File: src/rtl/bff_pkg.sv
`default_nettype none
// ----------------------------------------------------------------------------
// bff_pkg
// Shared types and constants for the seeded FNV-1a Bloom filter unit.
// ----------------------------------------------------------------------------
package bff_pkg;

  localparam logic [31:0] FNV_BASIS = 32'd2166136261;
  localparam logic [31:0] FNV_PRIME = 32'd16777619;

  localparam logic [1:0] CMD_ADD   = 2'd0;
  localparam logic [1:0] CMD_CHECK = 2'd1;
  localparam logic [1:0] CMD_CLEAR = 2'd2;
  localparam logic [1:0] CMD_NOP   = 2'd3;

  localparam logic [1:0] KIND_ADD   = 2'd0;
  localparam logic [1:0] KIND_CHECK = 2'd1;
  localparam logic [1:0] KIND_CLEAR = 2'd2;

  localparam logic [0:0] REG_FILTER_BITS = 1'd0;
  localparam logic [0:0] REG_HASH_COUNT  = 1'd1;

endpackage
`default_nettype wire

File: src/rtl/bff_divider.sv
`default_nettype none
// ----------------------------------------------------------------------------
// bff_divider
// Restoring remainder unit: reduces a 32-bit hash modulo a divisor, one
// quotient bit per cycle.
// ----------------------------------------------------------------------------
module bff_divider #(
  parameter int DW = 11
) (
  input  wire logic          clk,
  input  wire logic          rst_n,
  input  wire logic          start,
  input  wire logic [31:0]   dividend,
  input  wire logic [DW-1:0] divisor,
  output logic               done,
  output logic [DW-1:0]      remainder
);

  logic [31:0] quo_r, quo_nxt;
  logic [DW:0] rem_r, rem_nxt;
  logic [DW:0] dvs_r;
  logic [5:0]  cnt_r, cnt_nxt;
  logic        run_r, run_nxt;
  logic        done_r, done_nxt;
  logic [DW:0] trial;

  always_comb begin
    trial    = {rem_r[DW-1:0], quo_r[31]};
    quo_nxt  = {quo_r[30:0], 1'b0};
    rem_nxt  = rem_r;
    cnt_nxt  = cnt_r;
    run_nxt  = run_r;
    done_nxt = 1'b0;
    if (start) begin
      quo_nxt = dividend;
      rem_nxt = '0;
      cnt_nxt = 6'd32;
      run_nxt = 1'b1;
    end else if (run_r) begin
      rem_nxt = (trial >= dvs_r) ? trial - dvs_r : trial;
      cnt_nxt = cnt_r - 6'd1;
      if (cnt_r == 6'd1) begin
        run_nxt  = 1'b0;
        done_nxt = 1'b1;
      end
    end
  end

  always_ff @(posedge clk) begin
    if (!rst_n) begin
      run_r  <= 1'b0;
      done_r <= 1'b0;
      cnt_r  <= '0;
    end else begin
      run_r  <= run_nxt;
      done_r <= done_nxt;
      cnt_r  <= cnt_nxt;
    end
    quo_r <= quo_nxt;
    rem_r <= rem_nxt;
    if (start) dvs_r <= {1'b0, divisor};
  end

  assign done      = done_r;
  assign remainder = rem_r[DW-1:0];

endmodule
`default_nettype wire

File: src/rtl/bloom_filter_fnv1a_unit.sv
`default_nettype none
// ----------------------------------------------------------------------------
// bloom_filter_fnv1a_unit
// Bloom filter over a bit memory with seeded FNV-1a hashes, fed one key
// byte per request.
// ----------------------------------------------------------------------------
// A key byte takes, for each of the MAX_HASHES hashes, a pass through the
// shared 32x32 multiplier and a write-back. A last byte then adds, per hash
// in use, a pass through the shared remainder unit, a read and a
// read-modify-write of the bit memory, and then a state to issue the result.
// A clear sweeps the bit memory one word per cycle, then issues the result.
// Busy is high throughout; the single result is a one-cycle strobe that the
// receiver must take. After reset the block runs the same clearing sweep,
// without a result, before taking its first request.
// ----------------------------------------------------------------------------
module bloom_filter_fnv1a_unit #(
  parameter int MAX_FILTER_BITS = 1024,
  parameter int MAX_HASHES      = 8
) (
  input  wire logic        clk,
  input  wire logic        rst_n,
  input  wire logic        start,
  output logic             busy,
  input  wire logic [1:0]  in_command,
  input  wire logic [7:0]  in_key_byte,
  input  wire logic        in_last_byte,
  output logic             out_strobe,
  output logic [1:0]       out_result_kind,
  output logic             out_maybe_present,
  output logic [15:0]      out_insert_count,
  input  wire logic        cfg_valid,
  output logic             cfg_ready,
  input  wire logic [0:0]  cfg_index,
  input  wire logic [31:0] cfg_data
);

  localparam int BW  = $clog2(MAX_FILTER_BITS + 1);
  localparam int PW  = $clog2(MAX_FILTER_BITS);
  localparam int HW  = $clog2(MAX_HASHES + 1);
  localparam int IW  = (MAX_HASHES > 1) ? $clog2(MAX_HASHES) : 1;
  localparam int WORDS = (MAX_FILTER_BITS + 31) / 32;
  localparam int AW  = (WORDS > 1) ? $clog2(WORDS) : 1;
  localparam int SW  = (PW > 5) ? PW : 6;

  typedef enum logic [3:0] {
    S_WIPE, S_IDLE, S_MUL, S_MULW, S_DIV, S_DIVW, S_RD, S_RMW, S_DONE
  } state_t;

  state_t      state_r;
  logic [31:0] hash_r [MAX_HASHES];
  logic [IW-1:0] idx_r;
  logic [HW-1:0] nh_r;
  logic [31:0] prod_r;
  logic [AW:0] wipe_r;
  logic [10:0] fbits_r;
  logic [3:0]  hcnt_r;
  logic [15:0] adds_r;
  logic [1:0]  cmd_r;
  logic [7:0]  byte_r;
  logic        last_r, all_r;
  logic [PW-1:0] pos_r;
  logic [BW-1:0] nbits_r;
  logic [31:0] mem [WORDS];
  logic [31:0] rd_r;
  logic        div_start, div_done;
  logic [BW-1:0] rem;
  logic [4:0]  bsel;
  logic [SW-1:0] posx;

  assign posx = SW'(pos_r);
  assign bsel = posx[4:0];

  bff_divider #(.DW(BW)) u_div (
    .clk(clk), .rst_n(rst_n), .start(div_start), .dividend(hash_r[idx_r]),
    .divisor(nbits_r), .done(div_done), .remainder(rem)
  );

  assign div_start = (state_r == S_DIV);
  assign busy      = (state_r != S_IDLE);
  assign cfg_ready = 1'b1;

  always_ff @(posedge clk) begin
    if (!rst_n) begin
      state_r <= S_WIPE;
      wipe_r  <= '0;
      fbits_r <= 11'd1024;
      hcnt_r  <= 4'd3;
      adds_r  <= '0;
      idx_r   <= '0;
      cmd_r   <= bff_pkg::CMD_NOP;
      out_strobe <= 1'b0;
      for (int i = 0; i < MAX_HASHES; i++) hash_r[i] <= bff_pkg::FNV_BASIS ^ 32'(i);
    end else begin
      out_strobe <= 1'b0;
      if (cfg_valid) begin
        if (cfg_index == bff_pkg::REG_FILTER_BITS) fbits_r <= cfg_data[10:0];
        else hcnt_r <= cfg_data[3:0];
      end
      unique case (state_r)
        S_WIPE: begin
          mem[wipe_r[AW-1:0]] <= '0;
          if (wipe_r == (AW+1)'(WORDS - 1)) begin
            state_r <= (cmd_r == bff_pkg::CMD_CLEAR) ? S_DONE : S_IDLE;
          end
          wipe_r <= wipe_r + 1'b1;
        end
        S_IDLE: begin
          if (start && in_command != bff_pkg::CMD_NOP) begin
            cmd_r  <= in_command;
            byte_r <= in_key_byte;
            last_r <= in_last_byte;
            idx_r  <= '0;
            all_r  <= 1'b1;
            if (fbits_r == 11'd0) nbits_r <= BW'(1);
            else if (32'(fbits_r) > MAX_FILTER_BITS) nbits_r <= BW'(MAX_FILTER_BITS);
            else nbits_r <= BW'(fbits_r);
            if (hcnt_r == 4'd0) nh_r <= HW'(1);
            else if (32'(hcnt_r) > MAX_HASHES) nh_r <= HW'(MAX_HASHES);
            else nh_r <= HW'(hcnt_r);
            if (in_command == bff_pkg::CMD_CLEAR) begin
              wipe_r  <= '0;
              adds_r  <= '0;
              state_r <= S_WIPE;
              for (int i = 0; i < MAX_HASHES; i++)
                hash_r[i] <= bff_pkg::FNV_BASIS ^ 32'(i);
            end else begin
              state_r <= S_MUL;
            end
          end
        end
        S_MUL: begin
          prod_r  <= (hash_r[idx_r] ^ {24'd0, byte_r}) * bff_pkg::FNV_PRIME;
          state_r <= S_MULW;
        end
        S_MULW: begin
          hash_r[idx_r] <= prod_r;
          if (32'(idx_r) == MAX_HASHES - 1) begin
            idx_r   <= '0;
            state_r <= last_r ? S_DIV : S_IDLE;
          end else begin
            idx_r   <= idx_r + 1'b1;
            state_r <= S_MUL;
          end
        end
        S_DIV: state_r <= S_DIVW;
        S_DIVW: begin
          if (div_done) begin
            pos_r   <= PW'(rem);
            state_r <= S_RD;
          end
        end
        S_RD: begin
          rd_r    <= mem[posx[SW-1:5]];
          state_r <= S_RMW;
        end
        S_RMW: begin
          if (cmd_r == bff_pkg::CMD_ADD) begin
            mem[posx[SW-1:5]] <= rd_r | (32'd1 << bsel);
          end else if (!rd_r[bsel]) begin
            all_r <= 1'b0;
          end
          if (HW'(idx_r) + 1'b1 == nh_r) begin
            state_r <= S_DONE;
            if (cmd_r == bff_pkg::CMD_ADD) adds_r <= adds_r + 16'd1;
            for (int i = 0; i < MAX_HASHES; i++)
              hash_r[i] <= bff_pkg::FNV_BASIS ^ 32'(i);
          end else begin
            idx_r   <= idx_r + 1'b1;
            state_r <= S_DIV;
          end
        end
        S_DONE: begin
          state_r           <= S_IDLE;
          out_strobe        <= 1'b1;
          out_result_kind   <= cmd_r;
          out_maybe_present <= (cmd_r == bff_pkg::CMD_CHECK) && all_r;
          out_insert_count  <= adds_r;
        end
        default: state_r <= S_IDLE;
      endcase
    end
  end

endmodule
`default_nettype wire
File: config.mk
export PLATFORM = sky130hd
export DESIGN_NAME = bloom_filter_fnv1a_unit
export DESIGN_NICKNAME = d
export VERILOG_FILES = /design/src/rtl/bff_pkg.sv /design/src/rtl/bff_divider.sv /design/src/rtl/bloom_filter_fnv1a_unit.sv
export SDC_FILE = /design/constraint.sdc
export NUM_CORES = 2
export LEC_CHECK = 0
export ABC_AREA = 1
export BUFFER_PORTS_ARGS = -buffer_cell sky130_fd_sc_hd__buf_4
export CAP_MARGIN = 20
export CORE_UTILIZATION = 50
export CTS_BUF_LIST = sky130_fd_sc_hd__clkbuf_8
export CTS_CLUSTER_DIAMETER = 50
export CTS_CLUSTER_SIZE = 14
export DETAILED_ROUTE_END_ITERATION = 16
export GPL_TIMING_DRIVEN = 0
export PLACE_DENSITY = 0.65
export SLEW_MARGIN = 5
export SYNTH_ARGS = -nofsm -noshare
export SYNTH_HDL_FRONTEND = slang
export SYNTH_HIERARCHICAL = 1
export SYNTH_SLANG_ARGS = --single-unit
File: constraint.sdc
create_clock -name clk -period 17 [get_ports clk]
set_input_delay 0.85 -clock clk [delete_from_list [all_inputs] [get_ports clk]]
set_output_delay 0.85 -clock clk [all_outputs]
set_load 0.05 [all_outputs]
; ---- Yosys cells after proc, flatten, opt, wreduce, memory -nomap -nowiden
; Memories as Yosys holds them, arrays and structs flattened. A register that Yosys moved wholly into a read port is not among the register bits.
; Index checks and enable logic that the tools add are counted.
[totals]
register_bits = 195
latchBits = 0
ram_bits = 1280
rom_bits = 0
in_bits = 48
out_inout_bits = 22
wordCells = 200
memories = 2
[memory_table]
columns = memory, depth, word_bits, read_ports, rd_ports_with_merged_regs, write_ports, line_no
row1 = mem, 32, 32, 1, 1, 1, bloom_filter_fnv1a_unit.sv:63  ; logic [31:0] mem [WORDS];
row2 = hash_r, 8, 32, 1, 1, 8, bloom_filter_fnv1a_unit.sv:50  ; logic [31:0] hash_r [MAX_HASHES];
[classes]
add_sub_neg = 6
mul = 1
n_div = 0
n_lt_le_gt_ge = 4
n_eq_ne = 26
shift = 1
muxes = 82
bitwise = 21
reduce_logical = 29
[ops]
columns = cell, n
row1 = $mux W32, 19
row2 = $mux W16, 4
row3 = $reduce_or A32 Y1, 2
row4 = $mul A32 B25 Y32 const B, 1
row5 = $or A32 B32 Y32, 1
row6 = $pmux W16 S2, 1
row7 = $pmux W4 S8, 1
row8 = $shl A1 B5 Y32 const A, 1
row9 = $xor A32 B8 Y32, 1
row10 = $mux W1, 31
row11 = $mux W3, 8
row12 = $mux W4, 6
row13 = $mux W6, 4
row14 = $mux W11, 2
row15 = $ne A2 B2 Y1 const B, 9
row16 = $add A16 B1 Y16 const B, 1
row17 = $eq A4 B3 Y1 const B, 4
row18 = $or A1 B1 Y1, 16
row19 = $reduce_and A3 Y1, 5
row20 = $ge A12 B11 Y1, 1
row21 = $pmux W6 S2, 1
row22 = $reduce_and A2 Y1, 6
row23 = $gt A11 B11 Y1 const B, 1
row24 = $logic_not A11 Y1, 1
row25 = 32 further kinds, 43

; ---- Longest topological paths before layout
[depth]
word_depth = 9
mapped_depth = 36
ltp_nobuf = 33

; ---- Modules after synthesis
; Netlist, hierarchy kept.
[modules_own_cells]
columns = module, instances, cells_each, area_per_inst_um2, seq_area_each_um2
row1 = bloom_filter_fnv1a_unit, 1, 5271, 63646.0, 42981.2
row2 = bff_divider, 1, 419, 3180.6, 1351.3

; ---- Worst setup path before layout
; OpenSTA, ideal clock, no wires.
[synth_timing]
kind = reg2reg
from = register with a tool-made name
to = register prod_r[30], data pin
setup_ns = 0.258
arrival_time_ns = 5.626
required_time_ns = 16.742
setup_slack_ns = 11.115
path_stages_with_launch = 33
path_buffers = 4
period_less_slack_ns = 5.885
path_cell_list = dfxtp_1 inv_1 buf_2 buf_6 buf_2 clkbuf_1 nor2_1 o22ai_1 nand2_1 nand2_1 xor2_1 ha_1 ha_1 fa_1 ha_1 inv_1 fa_1 inv_1 ha_1 inv_1 fa_1 inv_1 ha_1 a21oi_1 a21boi_0 nand2_1 nand2_1 nand3_1 a21o_1 nand2_1 inv_1 o21ai_0 nand2_1
[synth_rtl]
columns = item, line_no
row1 = to (signal assigned), bloom_filter_fnv1a_unit.sv:132  ; prod_r <= (hash_r[idx_r] ^ {24'd0, byte_r}) * bff_pkg::FNV_PRIME;
row2 = to (decl), bloom_filter_fnv1a_unit.sv:53  ; logic [31:0] prod_r;

==> run summary <==
Outcome: completed
Sequential Area: 44330 µm²
Post-Synthesis Cells: 5690
Vias per cell: 6.168
Slowest stage delay, CP: 0.76 ns
Synthesis-stage register bit count: 1510
CP Buf/Inv Count: 8
Drt first pass iters: 8
Peak supply drop: 0.07448 mV
Data arrival, critical path: 8.44 ns
Initial antenna violation count: 10
DRC Markers: 0
Synth Area in XOR/XNOR: 0.006272
Worst hold slack: 0.07863 ns
Power Dens Cells: 94.38 nW/µm²
Switching pwr: 1.761 mW
Area Growth Syn to Fin: 12.52%
Post-DP HPWL: 150500 µm
Synth Area in Compound Gates: 0.1110
NumNets Final: 6325
Maximum clock path buffer count: 3
Sequential area share after synthesis: 0.6634
Power share of the clock group: 0.343
Synth Flop Type: edfxtp_1
Worst-path fanout max: 10
Root buffer cell: clkbuf_8
Adder-cell share of the synthesized area: 0.06010
Async S/R FF share, synth: 0
Startpoint types: register
HP Class: in -> reg
First-pass GRT wire length: 307900 µm
CTS clk-pin slew, worst paths: 0.09 ns
Final hold vios: 0
CTS Hold Bufs: 0
Die ar.: 135100 µm²
Fillers: 10790
Distinct cell type count after synthesis: 60
RSZ-0062 raised after global routing: false
Gr usage total: 0.3156
Post-CTS setup buffers: 0
Clock sink count: 1510
Post-route minimum period: 7.764 ns
Synth warnings: 6
Largest net degree at the start of global routing: 33
Latest clock arrival within the worst-skew pair: 0.96 ns
GPL Wtd Cong: 0.9759
Placed Cells: 7597
Top post-synthesis cells by area: edfxtp_1 (63%), nor2_1 (5.7%), o21ai_0 (5.2%)
Layout cells sized above 1: 0.1008
Relative slew slack: 0.1084
# rows: 133
Clk_skew: 0.07230 ns
Reg2Reg Setup Slack: 9.24 ns
Worst-Margin Slew: 1.337 ns
H-tree depth: 4
Final setup viols: 0
Die Y: 367.6 µm
Most frequent cells in the layout: edfxtp_1 (1409), nor2_1 (985), o21ai_0 (698)
Largest delay contributor family on the critical path: adder cells
Part of the power in combinational logic: 0.083
WL per Instance: 27.35 µm
Setup TNS: 0 ns
Number of synthesized flops with an enable pin: 1409
Pint: 5.336 mW
Syn_nets: 6014
Crit end category: register
Synth top area share: 0.6331
Worst path slowest cell: a31oi_1
Total Routed Length: 215300 µm
FMAX: 128.8 MHz
TritonCTS clock tree: built
Main combinational cell family by area after synthesis: simple AND/OR/NAND/NOR gates
Cell taking the most area after synthesis: edfxtp_1
Tcrit/Tclk final: 0.4567
P_leak: 25.26 nW
Worst EP required: 17.67 ns
Final core utilization: 0.5698
CP dominant cell by count: inv_1
Simple-Gate Fraction of Synth Area: 0.1138
Final antenna-violating net count: 0
Flop pwr share: 0.574
Buffers on Ports: 47
Num CTS Buffers: 151
Crit Path Class: reg -> reg
Post-Syn Area: 66830 µm²
Gr ovfl total: 0
Syn_area_per_cell: 11.74 µm²
Post-synthesis mux area share: 0
Max_cap viols: 0
Commonest non-fill, non-tap cell in the layout: edfxtp_1
Vias in the first global route: 45300
Footprint of the multi-input gates: 20080 µm²
Switching share of power: 0.2481
I/O pins: 70
Via count: 48550
Fin. max-slew vios: 0
Post-route non-filler standard cell count: 7870
Initial DRC Count: 7197
Die width: 367.6 µm
Initial Util: 0.5064
Core Box Area: 132000 µm²
Resized Gates After CTS: 0
per-layer routing:
| metal | vias to the layer above | share of wire | global-route usage | routed length, µm |
|---|---|---|---|---|
| li1 | 20940 | - | - | - |
| met4 | 4 | 0.054 | 0.1538 | 11540 |
| met5 | - | 0.000098 | 0 | 21 |
| met1 | 23650 | 0.39 | 0.4435 | 83030 |
| met2 | 3353 | 0.42 | 0.4462 | 90040 |
| met3 | 604 | 0.14 | 0.09374 | 30660 |
power groups by stage:
stage / Sequential, mW / Clock [mW] / Combinational, mW
2_1_floorplan: 4.16 / 0 / 0.398
3_3_place_gp: 4.16 / 0 / 0.564
3_5_place_dp: 4.16 / 0 / 0.581
4_1_cts: 4.07 / 2.44 / 0.587
5_1_grt: 4.08 / 2.57 / 0.662
6_report: 4.07 / 2.43 / 0.591
registers in the layout, summed over array words and instances, names as in the netlist, 2 cells and up, named ones only:
signal	count
u_div/rem_r	11
rd_r	32
wipe_r	6
nh_r	4
prod_r	32
adds_r	16
mem	1024
state_r	4
cmd_r	2
out_insert_count	16
idx_r	3
nbits_r	11
u_div/dvs_r	11
hcnt_r	4
out_result_kind	2
u_div/cnt_r	6
fbits_r	11
byte_r	8
u_div/quo_r	32
hash_r	256
pos_r	10
kinds of logic after synthesis:
kind of cell,count (synthesis)
xor+xnor,47
flops,1510
other cells,1
simple gates,1841
compound gates,1243
fa+ha+maj,276
buf+inv,772
metrics by stage:
step                power [mW]  setup WS (ns)  area (µm²)
finish                   7.096          9.236       75190
global route             7.309          8.869       75180
CTS                      7.096          9.281       75120
detailed placement       4.740          9.266       71980
global placement         4.727          9.183       69380
floorplan                4.556          11.12       66830
path summary, 6_finish.rpt:
check,start,end,depth (start not counted)
setup / recovery,register,prod_r[30],26
hold / removal,in_key_byte[7],byte_r[7],1
setup reg to reg,register,prod_r[30],26
hold reg to reg,u_div/quo_r[0],u_div/quo_r[1],2
synth_stat cells, types with 60 or more instances:
master    instances
nand2_1         527
nand3_1         156
fa_1             75
ha_1            201
nor2_1         1018
inv_1           424
buf_2            60
edfxtp_1       1409
o21ai_0         698
o221ai_1        200
a21oi_1         104
clkbuf_1        244
o22ai_1         102
dfxtp_1         101
cell type report:
type,count,share of cell area
buffer,323,0.01787
multi-input combinational,3408,0.2671
clock buffer,161,0.02947
inverter,449,0.02248
clock inverter,102,0.01231
tap,1755,0.02920
antenna,4,0.0001331
sequential,1510,0.5896
timing repair buffer,158,0.03185
Power figures use the tool's default switching activity.
